## src/hw/rtl/cpf_pkg.sv

```systemverilog
// Package for the complementary pitch filter: widths, limits, register
// indexes and the CORDIC angle table. No dependencies.
package cpf_pkg;

    localparam int CordicStepsDefault = 16;
    localparam int CordicStepsMax     = 24;
    localparam int PitchLimit         = 46080;
    localparam int AccLimit           = 23040;

    localparam logic [1:0] REG_GYRO_OFFSET  = 2'd0;
    localparam logic [1:0] REG_BLEND_WEIGHT = 2'd1;
    localparam logic [1:0] REG_TIME_STEP    = 2'd2;

    typedef struct packed {
        logic signed [19:0] gyro_offset;
        logic        [16:0] blend_weight;
        logic        [15:0] time_step;
    } cpf_cfg_t;

    function automatic logic [21:0] atan_entry(input logic [4:0] i);
        logic [21:0] v;
        case (i)
            5'd0:    v = 22'd2949120;
            5'd1:    v = 22'd1740967;
            5'd2:    v = 22'd919879;
            5'd3:    v = 22'd466945;
            5'd4:    v = 22'd234379;
            5'd5:    v = 22'd117304;
            5'd6:    v = 22'd58666;
            5'd7:    v = 22'd29335;
            5'd8:    v = 22'd14668;
            5'd9:    v = 22'd7334;
            5'd10:   v = 22'd3667;
            5'd11:   v = 22'd1833;
            5'd12:   v = 22'd917;
            5'd13:   v = 22'd458;
            5'd14:   v = 22'd229;
            5'd15:   v = 22'd115;
            5'd16:   v = 22'd57;
            5'd17:   v = 22'd29;
            5'd18:   v = 22'd14;
            5'd19:   v = 22'd7;
            5'd20:   v = 22'd4;
            5'd21:   v = 22'd2;
            5'd22:   v = 22'd1;
            default: v = 22'd0;
        endcase
        return v;
    endfunction

endpackage

```

## src/hw/rtl/cpf_cfg_regs.sv

```systemverilog
// Configuration registers of the complementary pitch filter.
// Depends on cpf_pkg.
module cpf_cfg_regs
    import cpf_pkg::*;
(
    input  logic        clk,
    input  logic        rst_n,
    input  logic        cfg_we,
    input  logic [1:0]  cfg_index,
    input  logic [19:0] cfg_data,
    output cpf_cfg_t    cfg
);

    cpf_cfg_t cfg_reg;

    always_ff @(posedge clk or negedge rst_n)
    begin
        if (!rst_n)
        begin
            cfg_reg.gyro_offset  <= '0;
            cfg_reg.blend_weight <= 17'd64225;
            cfg_reg.time_step    <= 16'd328;
        end
        else if (cfg_we)
        begin
            unique case (cfg_index)
                REG_GYRO_OFFSET:  cfg_reg.gyro_offset  <= cfg_data;
                REG_BLEND_WEIGHT: cfg_reg.blend_weight <= cfg_data[16:0];
                REG_TIME_STEP:    cfg_reg.time_step    <= cfg_data[15:0];
                default:          ;
            endcase
        end
    end

    assign cfg = cfg_reg;

endmodule

```

## config.mk

```make
export PLATFORM = sky130hd
export DESIGN_NAME = cpf_cfg_regs
export DESIGN_NICKNAME = d
export VERILOG_FILES = /design/src/hw/rtl/cpf_pkg.sv /design/src/hw/rtl/cpf_cfg_regs.sv
export SDC_FILE = /design/constraint.sdc
export NUM_CORES = 1
export LEC_CHECK = 0
export BUFFER_PORTS_ARGS = -buffer_cell sky130_fd_sc_hd__buf_4
export CORE_MARGIN = 4
export CORE_UTILIZATION = 52
export DETAILED_ROUTE_END_ITERATION = 10
export PLACE_DENSITY = 0.89
export REMOVE_ABC_BUFFERS = 1
export SETUP_SLACK_MARGIN = 0.02
export SLEW_MARGIN = 25
export SYNTH_ARGS = -nofsm -noshare
export SYNTH_HDL_FRONTEND = slang
export SYNTH_SLANG_ARGS = --single-unit
export TNS_END_PERCENT = 50
```

## constraint.sdc

```tcl
create_clock -name clk -period 2.1 [get_ports clk]
set_input_delay 0 -clock clk [delete_from_list [all_inputs] [get_ports clk]]
set_output_delay 0 -clock clk [all_outputs]
set_load 0.05 [all_outputs]
```

* After elaboration in Yosys (flattened, before gate mapping) *
Index checks and enable logic that the tools add are counted.
Widths: inputs -> output; s select.

word-level totals
  register bits after elaboration = 53
  output and inout bits = 53
  bits of input ports = 25
  logic and storage cells = 9

cells by class
  reduce and logical (&&, ||, !) cells = 4
  eq/ne operators = 2

operators by type and width
  kind                number
  $reduce_and 2->1    3
  $eq 2x1->1 const B  1
  $eq 2x2->1 const B  1
  $logic_not 2->1     1

* Depth between registers and ports, before layout *
  depth in word-level cells = 2
  depth in mapped cells = 3
  mapped depth without buffers = 2

* Worst setup path before layout *
Ideal clock, no wire load.

  path type = register to register
  from = reg cfg[35] (netlist name)
  to = reg cfg_reg (netlist bit cfg[35])
  cell stages (with the launch flop) = 2
  setup time = 0.127 ns
  path slack = 1.091 ns
  path buffers = 0
  data required time = 1.973 ns
  period minus slack after synthesis = 1.009 ns
  data arrival time = 0.882 ns
  path through = dfrtp_1 > mux2_1

RTL lines
  what              line                RTL
  end: declaration  cpf_cfg_regs.sv:14  cpf_cfg_t cfg_reg;

* Final worst setup path *
  from = reg cfg_reg (netlist bit cfg[6])
  to = out cfg[6] (netlist bit)

RTL lines
  what              line                RTL
  end: declaration  cpf_cfg_regs.sv:11  output cpf_cfg_t cfg

No word-level cell between the ends.

==> results.py <==
metrics = {
    "timing": {
        "totalNegativeSetupSlack_ns": 0,
        "max_slew_margin_pct": 57.2,
        "hold_viol": 0,
        "layout_worst_path_cycle_share_pct": 49.7,
        "finalClockSkew_ns": 0,
        "maxSlewViolCount": 0,
        "achievable-frequency_mhz": 959,
        "tightest_slew_ns": 0.643,
        "finalWorstPathRequiredPeriod_ns": 1.04,
        "grt_setup_unrepaired": "false",
        "count_of_final_setup_violators": 0,
    },
    "flow_run": {
        "cap_viol_max_count": 0,
    },
    "cells_and_area": {
        "final_nets": 240,
        "areaGrowthSynthToFinish_pct": 43.9,
        "largest_register_ff_count": 53,
        "fill_cells": 203,
        "layout-drive-gt1-share_pct": 70.8,
        "diodes": 0,
    },
    "worst_setup_path": {
        "reg2reg_to": "cfg[50]$_DFFE_PN0P_",
        "max_stage_delay_ns": 0.55,
        "worst_path_dominant_cell_family": "flip-flops",
        "cp.depth": 1,
        "critPathCaptureType": "primary output",
        "critical_path.cell_chain": "buf_4",
        "path_buf_inv": 1,
        "timing.rr.start": "cfg[50]$_DFFE_PN0P_",
        "worst_ep_arrival_time_ns": 1.04,
        "r2r_setup_slack_ns": 1.28,
        "timing.critical_path.from_type": "flop",
        "criticalPathCategory": "flop to primary output",
        "worst-path-max-fanout": 2,
        "crit_slowest_cell": "sky130_fd_sc_hd__dfstp_2",
        "ff2ff_path_depth": 1,
        "cp.required_ns": 2.10,
    },
    "synthesis": {
        "synth.cells.most_frequent": "51 x sky130_fd_sc_hd__mux2_2, 40 x sky130_fd_sc_hd__dfrtp_1, 13 x sky130_fd_sc_hd__dfstp_2, 4 x sky130_fd_sc_hd__buf_6",
        "number_of_register_bits_inferred_by_synthesis": 53,
        "share_of_yosys_cell_area_claimed_by_the_top_area_cell_type_pct": 49.0,
        "synthDistinctLibCells": 7,
        "synthesis.yosys.warnings": 0,
        "yosys.cell_count.top_type": "sky130_fd_sc_hd__mux2_2",
        "async_flop_share_pct": 100,
        "synth.yosys.seq_area_share_pct": 65.7,
        "synth.largest_area_cell": "sky130_fd_sc_hd__dfrtp_1",
        "synth_enable_flop_cells": 0,
        "synth_ff_type": "sky130_fd_sc_hd__dfrtp_1",
        "postSynthAreaPerCell_um2": 18.1,
        "syn_inst": 113,
        "yosys-top-cells-area": "sky130_fd_sc_hd__dfrtp_1 49%, sky130_fd_sc_hd__mux2_2 28%, sky130_fd_sc_hd__dfstp_2 17%",
        "synth.cell_area_mm2": 0.00204,
    },
    "power_and_ir_drop": {
        "combPwrFrac_pct": 41.5,
        "p_leak_nw": 1.37,
        "p_per_area_mw_per_mm2": 1110,
        "share_seq_of_total_power_pct": 41.6,
        "total_power_consumption_mw": 3.28,
        "worst_ir_drop_vdd_v": 0.000680,
        "power.share.switching_pct": 41.0,
        "pwr-share-clk_pct": 16.9,
        "switchingPower_mw": 1.34,
        "p_int_mw": 1.93,
    },
    "floorplanning": {
        "num_io_pins": 78,
        "placementRows": 22,
        "fp.dieH_um": 70.7,
        "die_width_um": 70.7,
        "die_area_mm2": 0.00500,
        "fp.coreArea_mm2": 0.00372,
        "initial_utilization_pct": 55.0,
    },
    "routing": {
        "post_drt_wl_per_cell_um": 18.3,
        "drcViolationCount": 0,
        "ant_nets": 0,
        "routed_via_density": 5.03,
        "dr.first_iter.drc_count": 53,
        "route.final.wire_length_mm": 4.83,
        "pre_antenna_drt_iters": 4,
        "vias": 1327,
    },
    "global_route": {
        "first_global_vias": 1543,
        "groute.layer.met3.usage_pct": 6.11,
        "groute.usage.overall_pct": 20.8,
        "routing_usage_on_met2_pct": 36.3,
        "globalRouteMet1Util_pct": 24.7,
        "grt-busiest-layer": "met2",
        "global_route_wire_length_before_repair_mm": 8.07,
        "grt-ovfl-total": 0,
        "pin_count_of_the_biggest_net_entering_global_routing": 54,
        "antenna_found_initial": 0,
    },
    "status": {
        "outcome": "complete, no violations",
    },
    "cts": {
        "post_cts_resized": 0,
        "tritoncts.num_buffers": 5,
        "setup_fix_buffers_added_after_clock_tree_synthesis": 0,
        "worst_skew_pair.late_latency_ns": 0.30,
        "htree_num_levels": 2,
        "clk_pin_slew_worst_paths_ns": 0.09,
        "ctsLongestPathBuffers": 2,
        "clockRootBuffer": "sky130_fd_sc_hd__clkbuf_8",
        "tritoncts": "built",
        "clock-sinks": 53,
    },
    "placed_design": {
        "io_buffers": 77,
        "gp_congestion": 0.728,
        "dp.final_hpwl_mm": 3.32,
    },
    "min_path": {
        "holdCritPathClass": "input port to asynchronous set/reset pin",
    },
}
## cells by family (layout without fill, tap and decap cells)
kind of cell	after synthesis	in the layout	share of synthesized area, %
AND/OR/NAND/NOR	3	3	2.88
flip-flops	53	53	65.7
buffers and inverters	4	107	2.20
multiplexers	53	53	29.2
## layer usage
| metal | vias up | part of all wire [%] |
|---|---|---|
| li1 | 604 | - |
| met1 | 660 | 38 |
| met2 | 54 | 53 |
| met3 | 9 | 7.4 |
| met4 | 0 | 1.4 |
| met5 | - | 0 |
## cell usage in the layout (no fill, tap or decap), drive strengths merged
cell type and instances:
buf 78, clkbuf 5, clkinv 2, clkinvlp 1, dfrtp 40, dfstp 13
dlygate4sd3 21, mux2 53, nand3b 2, nor3b 1
## power groups by stage
stage | Clock, mW | Sequential [mW] | Combinational (mW)
finish | 0.553 | 1.36 | 1.36
global route | 0.613 | 1.39 | 1.42
CTS | 0.568 | 1.36 | 1.37
detailed placement | 0 | 1.38 | 1.34
global placement | 0 | 1.36 | 1.31
floorplan | 0 | 2.06 | 0.193
## area by class of cell
class | count | area (um2) | share of cell area [%]
repair buffers | 99 | 796 | 27.1
flip-flops and latches | 53 | 1340 | 45.7
clock inverters | 3 | 17.5 | 0.596
multi-input cells | 56 | 656 | 22.3
clock buffers | 5 | 68.8 | 2.34
well taps | 48 | 60.1 | 2.04
## per-stage QoR
| stage | hold slack (ns) | std cells | setup WS [ns] | instance area, um2 | utilization (%) |
|---|---|---|---|---|---|
| after CTS | 0.283 | 264 | 1.05 | 2940 | 79.1 |
| final | 0.261 | 264 | 1.06 | 2940 | 79.1 |
| after floorplan | -0.296 | 109 | 0.967 | 2000 | - |
| after detailed placement | 0.0649 | 235 | 0.964 | 2640 | 71.1 |
| after global routing | 0.301 | 264 | 1.02 | 2940 | 79.1 |
| after global placement | 0.0434 | 235 | 1.01 | 2640 | 71.1 |
## worst max path at each step
stage | from | end | slack [ns]
floorplan | cfg_index[1] | cfg[33]$_DFFE_PN0P_ | 0.97
global placement | cfg_index[1] | cfg[44]$_DFFE_PN0P_ | 1.01
detailed placement | cfg_index[1] | cfg[41]$_DFFE_PN0P_ | 0.96
CTS | cfg[23]$_DFFE_PN1P_ | cfg[23] | 1.05
global route | cfg[3]$_DFFE_PN1P_ | cfg[3] | 1.02
finish | cfg[6]$_DFFE_PN1P_ | cfg[6] | 1.06
## what timing repair did
action                                 in CTS  in global routing
setup endpoints to repair                   0                  0
endpoints found under the hold margin      93                  0
hold buffers                               21                  0
Power figures use the tool's default switching activity.
