<file path="src/hw/rtl/cpf_pkg.sv">
// Package for the complementary pitch filter: widths, limits, register
// indexes and the CORDIC angle table. No dependencies.
package cpf_pkg;

    localparam int CordicStepsDefault = 16;
    localparam int CordicStepsMax     = 24;
    localparam int PitchLimit         = 46080;
    localparam int AccLimit           = 23040;

    localparam logic [1:0] REG_GYRO_OFFSET  = 2'd0;
    localparam logic [1:0] REG_BLEND_WEIGHT = 2'd1;
    localparam logic [1:0] REG_TIME_STEP    = 2'd2;

    typedef struct packed {
        logic signed [19:0] gyro_offset;
        logic        [16:0] blend_weight;
        logic        [15:0] time_step;
    } cpf_cfg_t;

    function automatic logic [21:0] atan_entry(input logic [4:0] i);
        logic [21:0] v;
        case (i)
            5'd0:    v = 22'd2949120;
            5'd1:    v = 22'd1740967;
            5'd2:    v = 22'd919879;
            5'd3:    v = 22'd466945;
            5'd4:    v = 22'd234379;
            5'd5:    v = 22'd117304;
            5'd6:    v = 22'd58666;
            5'd7:    v = 22'd29335;
            5'd8:    v = 22'd14668;
            5'd9:    v = 22'd7334;
            5'd10:   v = 22'd3667;
            5'd11:   v = 22'd1833;
            5'd12:   v = 22'd917;
            5'd13:   v = 22'd458;
            5'd14:   v = 22'd229;
            5'd15:   v = 22'd115;
            5'd16:   v = 22'd57;
            5'd17:   v = 22'd29;
            5'd18:   v = 22'd14;
            5'd19:   v = 22'd7;
            5'd20:   v = 22'd4;
            5'd21:   v = 22'd2;
            5'd22:   v = 22'd1;
            default: v = 22'd0;
        endcase
        return v;
    endfunction

endpackage

</file>
<file path="src/hw/rtl/cpf_core.sv">
// Sequencer and shared datapath: rate, square root, CORDIC and blend.
// Depends on cpf_pkg.
module cpf_core
    import cpf_pkg::*;
#(
    parameter int CORDIC_STEPS = CordicStepsDefault
)
(
    input  logic               clk,
    input  logic               rst_n,
    input  cpf_cfg_t           cfg,
    input  logic               in_valid,
    output logic               in_ready,
    input  logic signed [15:0] gyro_raw,
    input  logic signed [15:0] accel_x_raw,
    input  logic signed [15:0] accel_y_raw,
    input  logic signed [15:0] accel_z_raw,
    output logic               out_valid,
    input  logic               out_ready,
    output logic signed [16:0] pitch_out,
    output logic signed [15:0] accel_pitch_out
);

    typedef enum logic [8:0] {
        ST_IDLE  = 9'b000000001,
        ST_SQ    = 9'b000000010,
        ST_RATE  = 9'b000000100,
        ST_DELTA = 9'b000001000,
        ST_SQRT  = 9'b000010000,
        ST_CORD  = 9'b000100000,
        ST_BLEND = 9'b001000000,
        ST_SUM   = 9'b010000000,
        ST_OUT   = 9'b100000000
    } state_t;

    localparam int StepW = $clog2(CordicStepsMax + 1);

    state_t state_reg, state_next;
    logic [StepW-1:0] cnt_reg;
    logic signed [15:0] g_reg, ax_reg, ay_reg, az_reg;
    logic [31:0] sq_reg;
    logic [31:0] root_reg;
    logic signed [21:0] rate_reg;
    logic signed [21:0] gp_reg;
    logic signed [26:0] cx_reg, cy_reg;
    logic signed [26:0] cz_reg;
    logic signed [15:0] acc_reg;
    logic signed [40:0] prod_reg;
    logic signed [16:0] pitch_reg;
    logic [1:0] phase_reg;

    // shared multiplier: signed 24 x 18
    logic signed [23:0] ma;
    logic signed [17:0] mb;
    logic signed [41:0] mp;
    assign mp = ma * mb;

    logic [16:0] alpha;
    assign alpha = (cfg.blend_weight > 17'd65536) ? 17'd65536 : cfg.blend_weight;

    logic [21:0] rc_mag;
    logic signed [22:0] rc;
    assign rc = 23'(rate_reg) - 23'(cfg.gyro_offset);
    assign rc_mag = rc[22] ? 22'(-rc) : 22'(rc);

    logic signed [21:0] dmag;
    assign dmag = 22'((mp + 42'sd32768) >>> 16);

    logic [26:0] sx, sy;
    assign sx = 27'(cx_reg >>> cnt_reg);
    assign sy = 27'(cy_reg >>> cnt_reg);

    always_comb
    begin
        ma = '0;
        mb = '0;
        unique case (state_reg)
            ST_SQ:    begin ma = 24'(ax_reg); mb = 18'(phase_reg[0] ? az_reg : ax_reg); end
            ST_RATE:  begin ma = 24'(g_reg); mb = 18'sd640; end
            ST_DELTA: begin ma = 24'(rc_mag); mb = $signed({2'b00, cfg.time_step}); end
            ST_BLEND: begin ma = 24'(gp_reg); mb = $signed({1'b0, alpha}); end
            ST_SUM:   begin ma = 24'(acc_reg); mb = $signed(18'(18'd65536 - alpha)); end
            default:  ;
        endcase
        if (state_reg == ST_SQ && phase_reg[0])
            ma = 24'(az_reg);
    end

    // rate divide by 41 by reciprocal: q = (m * ceil(2^31 / 41)) >> 31, exact here
    logic [24:0] nm;
    logic [50:0] qp;
    logic [21:0] q0;
    always_comb
    begin
        nm = prod_reg[40] ? 25'(-prod_reg) : 25'(prod_reg);
        qp = 51'(nm + 25'd20) * 51'd52377650;
        q0 = 22'(qp >> 31);
    end

    logic signed [47:0] accsum_reg;
    logic signed [47:0] fin;
    logic [26:0] zm;
    logic signed [16:0] ang;

    always_comb
    begin
        zm = cz_reg[26] ? 27'(-cz_reg) : 27'(cz_reg);
        zm = (zm + 27'd128) >> 8;
        if (zm > 27'(AccLimit))
            ang = 17'(AccLimit);
        else
            ang = 17'(zm);
        if (cz_reg[26])
            ang = -ang;
        if (ay_reg == 16'sd0)
            ang = '0;
        fin = (accsum_reg + 48'(mp) + 48'sd32768) >>> 16;
    end

    assign in_ready  = state_reg == ST_IDLE;
    assign out_valid = state_reg == ST_OUT;
    assign pitch_out = pitch_reg;
    assign accel_pitch_out = acc_reg;

    // isqrt uses the classic remainder / root formulation
    logic [31:0] sq_next_rem;
    logic [31:0] root_next;
    logic [31:0] bit_val;
    logic [32:0] trial_sum;
    always_comb
    begin
        bit_val = 32'd1 << (5'(2 * (15 - 32'(cnt_reg))));
        trial_sum = 33'(root_reg) + 33'(bit_val);
        if (33'(sq_reg) >= trial_sum)
        begin
            sq_next_rem = 32'(33'(sq_reg) - trial_sum);
            root_next = (root_reg >> 1) + bit_val;
        end
        else
        begin
            sq_next_rem = sq_reg;
            root_next = root_reg >> 1;
        end
    end

    always_ff @(posedge clk or negedge rst_n)
    begin
        if (!rst_n)
        begin
            state_reg <= ST_IDLE;
            cnt_reg   <= '0;
            phase_reg <= '0;
            pitch_reg <= '0;
        end
        else
        begin
            state_reg <= state_next;
            unique case (state_reg)
                ST_IDLE:
                begin
                    if (in_valid)
                    begin
                        g_reg <= gyro_raw;
                        ax_reg <= accel_x_raw;
                        ay_reg <= accel_y_raw;
                        az_reg <= accel_z_raw;
                        phase_reg <= '0;
                        sq_reg <= '0;
                    end
                end
                ST_SQ:
                begin
                    sq_reg <= sq_reg + 32'(mp);
                    phase_reg <= phase_reg + 2'd1;
                    root_reg <= '0;
                    cnt_reg <= '0;
                end
                ST_RATE:
                    prod_reg <= 41'(mp);
                ST_DELTA:
                begin
                    rate_reg <= prod_reg[40] ? -22'(q0) : 22'(q0);
                    phase_reg <= phase_reg + 2'd1;
                    if (phase_reg == 2'd3)
                    begin
                        gp_reg <= 22'(pitch_reg) + (rc[22] ? -dmag : dmag);
                        cnt_reg <= '0;
                    end
                end
                ST_SQRT:
                begin
                    sq_reg <= sq_next_rem;
                    root_reg <= root_next;
                    cnt_reg <= cnt_reg + 1'b1;
                    if (cnt_reg == StepW'(15))
                    begin
                        cx_reg <= 27'({root_next[16:0], 8'd0});
                        cy_reg <= 27'(ay_reg) <<< 8;
                        cz_reg <= '0;
                        cnt_reg <= '0;
                    end
                end
                ST_CORD:
                begin
                    if (!cy_reg[26])
                    begin
                        cx_reg <= cx_reg + $signed(sy);
                        cy_reg <= cy_reg - $signed(sx);
                        cz_reg <= cz_reg + $signed({5'd0, atan_entry(5'(cnt_reg))});
                    end
                    else
                    begin
                        cx_reg <= cx_reg - $signed(sy);
                        cy_reg <= cy_reg + $signed(sx);
                        cz_reg <= cz_reg - $signed({5'd0, atan_entry(5'(cnt_reg))});
                    end
                    cnt_reg <= cnt_reg + 1'b1;
                end
                ST_BLEND:
                begin
                    acc_reg <= 16'(ang);
                    accsum_reg <= 48'(mp);
                end
                ST_SUM:
                begin
                    if (fin > 48'sd46080)
                        pitch_reg <= 17'sd46080;
                    else if (fin < -48'sd46080)
                        pitch_reg <= -17'sd46080;
                    else
                        pitch_reg <= 17'(fin);
                end
                ST_OUT: ;
                default: ;
            endcase
        end
    end

    always_comb
    begin
        state_next = state_reg;
        unique case (state_reg)
            ST_IDLE:  if (in_valid) state_next = ST_SQ;
            ST_SQ:    if (phase_reg[0]) state_next = ST_RATE;
            ST_RATE:  state_next = ST_DELTA;
            ST_DELTA: if (phase_reg == 2'd3) state_next = ST_SQRT;
            ST_SQRT:  if (cnt_reg == StepW'(15)) state_next = ST_CORD;
            ST_CORD:  if (cnt_reg == StepW'(CORDIC_STEPS - 1)) state_next = ST_BLEND;
            ST_BLEND: state_next = ST_SUM;
            ST_SUM:   state_next = ST_OUT;
            ST_OUT:   if (out_ready) state_next = ST_IDLE;
            default:  state_next = ST_IDLE;
        endcase
    end

`ifndef SYNTHESIS
    a_ready_idle: assert property (@(posedge clk) disable iff (!rst_n)
        in_ready |-> !out_valid) else $error("ready while result pending");
    a_pitch_lim: assert property (@(posedge clk) disable iff (!rst_n)
        out_valid |-> (pitch_reg <= 17'sd46080 && pitch_reg >= -17'sd46080))
        else $error("pitch out of range");
    a_acc_lim: assert property (@(posedge clk) disable iff (!rst_n)
        out_valid |-> (acc_reg <= 16'sd23040 && acc_reg >= -16'sd23040))
        else $error("accel pitch out of range");
`endif

endmodule

</file>
<file path="config.mk">
export PLATFORM = sky130hd
export DESIGN_NAME = cpf_core
export DESIGN_NICKNAME = d
export VERILOG_FILES = /design/src/hw/rtl/cpf_pkg.sv /design/src/hw/rtl/cpf_core.sv
export SDC_FILE = /design/constraint.sdc
export NUM_CORES = 2
export LEC_CHECK = 0
export BUFFER_PORTS_ARGS = -buffer_cell sky130_fd_sc_hd__buf_2
export CAP_MARGIN = 20
export CORE_MARGIN = 5
export CORE_UTILIZATION = 25
export CTS_CLUSTER_DIAMETER = 50
export DETAILED_ROUTE_END_ITERATION = 8
export MAX_ROUTING_LAYER = met4
export PLACE_DENSITY = 0.45
export SETUP_SLACK_MARGIN = 0.4
export SKIP_LAST_GASP = 1
export SYNTH_ARGS = -nofsm -noshare
export SYNTH_HDL_FRONTEND = slang
export SYNTH_SLANG_ARGS = --single-unit
</file>
<file path="constraint.sdc">
create_clock -name clk -period 29.2 [get_ports clk]
set_input_delay 4.38 -clock clk [delete_from_list [all_inputs] [get_ports clk]]
set_output_delay 4.38 -clock clk [all_outputs]
set_load 0.02 [all_outputs]
</file>
======== Word level (Yosys, flattened, before mapping) ========
Memories as Yosys holds them, arrays and structs flattened.
Cells that the tools add are included.
storage, ports and cells
  word-level logic and storage cells ...... 139
  register bits ........................... 385
  memory bits (read-only) ................. 1408
  memories kept ........................... 2
  latch bits .............................. 0
  memory bits (writable) .................. 0
  input bits .............................. 121
  output and inout port bits .............. 35
operators by class
  shift-type cells ........................ 3
  order comparisons ....................... 5
  add/subtract/negate cells ............... 27
  $mul .................................... 2
  divide/modulo/power cells ............... 0
  reduce and logical (&&, ||, !) cells .... 19
  bitwise operators ....................... 0
  equality and inequality tests ........... 18
  multiplexer cells ....................... 44
memories
  memory           words  bits a word  rd ports  clocked after Yosys merged registers in  write ports  RTL line       source
  (no name shown)  32     22           1         0                                        0            cpf_pkg.sv:22  case (i)
  (no name shown)  32     22           1         0                                        0            cpf_pkg.sv:22
operator list
  kind                    count
  $mux 27                 7
  $pmux 27 s2             3
  $mux 22                 6
  $pmux 24 s5             1
  $mux 32                 3
  $pmux 32 s3             1
  $pmux 18 s5             1
  $pmux 9 s9              1
  $pmux 32 s2             1
  $add 27x27->27          2
  $mux 9                  6
  $sshr 27x5->27          2
  $sub 27x27->27          2
  $mux 17                 3
  $mul 26x25->50 const B  1
  $add 43x17->44 const B  1
  $neg 22->22             2
  $add 42x42->43          1
  $mul 24x18->42          1
  $add 38x17->38 const B  1
  $add 32x32->33          1
  $ge 32x33->1            1
  $add 31x32->32          1
  $add 32x32->32          1
  other kinds (52)        68

======== Logic depth before layout (Yosys ltp) ========
  word-level depth ........................ 11
  mapped depth ............................ 60
  gate-level depth less buffers ........... 58

======== Least setup slack after synthesis ========
OpenSTA, ideal clock, no wires.
  path type ............................... input to register
  start ................................... input port cfg[33] (netlist bit)
  end ..................................... register gp_reg[21], data pin
  slack ................................... 10.819 ns
  stages on the path ...................... 53
  required time ........................... 28.932 ns
  setup time .............................. 0.268 ns
  buffers on the path ..................... 3
  arrival ................................. 18.114 ns
  cells stage by stage .................... ha_1 inv_1 fa_1 a21o_1 a21oi_1 o21ai_0 a211o_1 o311ai_0 o211ai_1 a41oi_1 o211a_1 or2_2 clkbuf_1 o21ai_0 xor2_1 o22ai_1 clkbuf_1 nand2_1 [17 not listed] or4b_4 a2111oi_2 mux2_2 o41a_1 a211o_1 or3_1 o2111ai_1 or3b_1 xnor2_1 ha_1 or4_1 a31oi_1 nor2b_1 o21a_1 o21ai_0 nand2b_1 a21oi_1 xnor3_1
between the ends
  longest elaborated chain between the ends .. 10
RTL lines
  what                    RTL line         source
  start: declaration      cpf_core.sv:11   input cpf_cfg_t cfg,
  $sub 22x20->23 *        cpf_core.sv:63   assign rc = 23'(rate_reg) - 23'(cfg.gyro_offset);
  $neg 22->22             cpf_core.sv:64   assign rc_mag = rc[22] ? 22'(-rc) : 22'(rc);
  $mux 22 *               cpf_core.sv:64
  $pmux 24 s5 *           cpf_core.sv:77   unique case (state_reg)
  $mux 24 *               cpf_core.sv:85   if (state_reg == ST_SQ && phase_reg[0])
  $mul 24x18->42 *        cpf_core.sv:56   assign mp = ma * mb;
  via mp[19]              cpf_core.sv:55   logic signed [41:0] mp;
  $add 38x17->38 *        cpf_core.sv:67   assign dmag = 22'((mp + 42'sd32768) >>> 16);
  $neg 22->22             cpf_core.sv:186  gp_reg <= 22'(pitch_reg) + (rc[22] ? -dmag : dmag);
  $mux 22 *               cpf_core.sv:186
  $add 17x22->22 *        cpf_core.sv:186
  end signal: assignment  cpf_core.sv:186
  end: declaration        cpf_core.sv:44   logic signed [21:0] gp_reg;
Mark *: on every way through the listed nets, which the timed path passes. The rest lies on a longest branch.
A chain may end at the register's enable or synchronous reset.

======== Worst setup path after layout ========
Same ends and word-level chain as after synthesis.

==> impl_metrics.json <==
{
  "outcome": "finished clean",
  "antenna_found_initial": 8,
  "cap_violations": 0,
  "cp_slowest_cell": "a221oi_1",
  "drc": 0,
  "irDropWorstVdd_mv": 0.153,
  "grt_pass1_vias": 52351,
  "finalNonFillerCells": 10531,
  "cts_resized": 0,
  "synthFlopType": "edfxtp_1",
  "critPathArrivalTime_ps": 20150,
  "synth_top_family_by_area": "adder cells",
  "crit_path_max_incr_delay_ps": 750,
  "cp-start-kind": "input pin",
  "numPlacedInstances": 10415,
  "row_count": 183,
  "dieHeight_um": 510,
  "wl_per_cell_um": 20.5,
  "met2RoutedLength_um": 99800,
  "multi_input_area_um2": 46800,
  "clk_pin_slew_ps": 60,
  "yosys-mux-area-fraction": 0.0369,
  "leakage_uw": 0.0309,
  "crit_path_start": "cfg[33]",
  "async_flop_share": 0.0892,
  "synth_cells": 7052,
  "highest_layer": "met4",
  "cts_root_buf": "clkbuf_16",
  "ys_ff_latch": 370,
  "synth-warning-count": 0,
  "crit_path_max_fanout": 27,
  "gp_congestion": 0.913,
  "pwr_density_cell_nw_per_um2": 107,
  "hpwl_um": 178000,
  "synth_xor_area_frac": 0.0688,
  "synth_edf_count": 337,
  "ys_seq_area_frac": 0.175,
  "cts_tree": "done",
  "slew_headroom": 0.131,
  "finClkSkew_ps": 48.8,
  "synth_cell_type_count": 106,
  "regArea_um2": 11000,
  "ant_nets": 0,
  "first_pass_iters": 6,
  "finalNetCount": 8591,
  "syn2layout_area_growth_pct": 11.6,
  "synth_simple_gate_area_frac": 0.152,
  "routed_wl_um": 216000,
  "slew_viol_final": 0,
  "first_iter_violations": 3958,
  "post-route-min-period_ps": 19740,
  "cts.path.max_buffers": 3,
  "layout-drive-gt1-share": 0.0799,
  "viasPerCell": 4.91,
  "avgSynthCellArea_um2": 8.85,
  "synth_compound_area_frac": 0.148,
  "wl_met1_um": 99500,
  "clkSinkCount": 370,
  "finalSetupViolCount": 0,
  "critical_path_required_ps": 29610,
  "initial_core_util": 0.251,
  "setup-tns-final_ps": 0,
  "grt.total_usage": 0.168,
  "hold_class": "flip-flop to flip-flop",
  "h-tree-depth": 2,
  "layout_commonest_cell": "inv_1",
  "grt_pass1_wl_um": 328000,
  "n_fill_cell": 26692,
  "critPathKind": "input pin to flip-flop",
  "syn_area_um2": 62400,
  "hold_start": "pitch_out[0]",
  "endpoint_kind": "flip-flop",
  "grt_max_degree": 80,
  "cpMostUsedCell": "fa_1",
  "io_buffer_count": 155,
  "fp.dieArea_um2": 260000,
  "num_io_pins": 156,
  "fin_crit_sh": 0.676,
  "cts_hold_buf": 0,
  "synthAdderAreaFrac": 0.341,
  "clkLatencyLatePin_ps": 700,
  "die_w_um": 510,
  "core_um2": 249000,
  "grt-ovfl-total": 0,
  "hold_viol": 0,
  "largest_reg_flops": 42,
  "fmax_mhz": 50.7,
  "via_count": 51735,
  "tightest_slew_ps": 1290,
  "cts_setup_buffers": 0,
  "rr_startpoint": "rate_reg[0]",
  "met3_length_um": 11200,
  "numCtsBuffers": 60,
  "grt_setup_unrepaired": "false",
  "mostFrequentLayoutCells": "inv_1, ha_1, nand2_1, fa_1, nor2_1"
}
-- layout make-up --
| cell class | instances | share of cell area |
|---|---|---|
| Antenna cell | 1 | 0.0000359 |
| Clock buffer | 63 | 0.0220 |
| Clock inverter | 50 | 0.00876 |
| Inverter | 1029 | 0.0554 |
| Multi-Input combinational cell | 5409 | 0.672 |
| Sequential cell | 370 | 0.157 |
| Tap cell | 3330 | 0.0598 |
| Timing Repair Buffer | 279 | 0.0248 |
-- synthesized netlist by cell type (24+ instances only) --
master / count / area share
dfrtp_1: 32 / 0.013
xor2_1: 192 / 0.027
a21o_1: 113 / 0.014
o21a_1: 47 / 0.0057
nand3_1: 117 / 0.0094
nor3_1: 124 / 0.0099
o211ai_1: 43 / 0.0052
and2_1: 86 / 0.0086
nand2b_1: 68 / 0.0068
nor4_1: 35 / 0.0035
mux2_2: 35 / 0.0063
nand2_1: 666 / 0.040
mux2i_1: 52 / 0.0083
a211oi_1: 68 / 0.0082
ha_1: 688 / 0.14
fa_1: 633 / 0.20
buf_1: 26 / 0.0016
a31oi_1: 76 / 0.0076
and3_1: 82 / 0.0082
a22oi_1: 39 / 0.0047
o21ai_0: 306 / 0.025
inv_1: 1027 / 0.062
o21bai_1: 37 / 0.0044
or2_2: 25 / 0.0025
edfxtp_1: 337 / 0.16
a21oi_1: 350 / 0.028
xnor2_1: 296 / 0.042
mux4_2: 61 / 0.022
nor2_1: 567 / 0.034
or3_1: 49 / 0.0049
clkbuf_1: 209 / 0.013
nand4_1: 39 / 0.0039
o22ai_1: 24 / 0.0024
o31ai_1: 36 / 0.0043
nor2b_1: 62 / 0.0062
-- power by group --
part           switching [uW]  internal (uW)
clock                     318            462
combinational            3610           2310
sequential               38.6            747
total                    3970           3510
-- kinds of logic (layout without fill, tap and decap cells) --
| logic type | after synthesis | in the layout |
|---|---|---|
| fa+ha+maj | 1322 | 1322 |
| mux | 149 | 149 |
| compound gates | 1414 | 1414 |
| flops | 370 | 370 |
| buf+inv | 1279 | 1421 |
| other cells | 2 | 9 |
| simple gates | 2027 | 2027 |
| xor+xnor | 489 | 489 |
-- metal layers --
metal / vias to the layer above / global-route usage
met3: 211 / 0.0209
met5: - / -
met1: 25840 / 0.227
met4: 0 / 0.0356
li1: 24403 / -
met2: 1281 / 0.269
-- stage by stage --
stage,power [uW],hold WS (ps),worst slack (ps),util,instance area (um^2)
final,7480,527,9460,0.280,69700
after detailed placement,6700,512,8960,0.272,67500
after CTS,7550,526,9610,0.280,69700
after floorplan,5000,507,10820,-,62500
after global routing,8230,544,8660,0.280,69700
after global placement,6670,512,9250,0.271,67500
-- final timing paths --
check | endpoint | slack (ps) | depth (start not counted)
min in group asynchronous | state_reg[7] | 3790 | 2
hold / removal | pitch_out[0] | 530 | 2
max in group asynchronous | pitch_out[3] | 24960 | 2
setup / recovery | gp_reg[21] | 9460 | 50
hold reg to reg | pitch_out[0] | 530 | 2
setup reg to reg | gp_reg[21] | 12760 | 50
-- critical path, delay by kind of cell --
kind	cells	cell delay, ps
AOI/OAI and AO/OA	18	5660
xor gates and xnor gates	3	770
adders and majority gates	10	4460
muxes	2	730
buffers and inverters	6	370
and+or+nand+nor	11	3760
No activity file was read; power rests on OpenSTA's default activity.
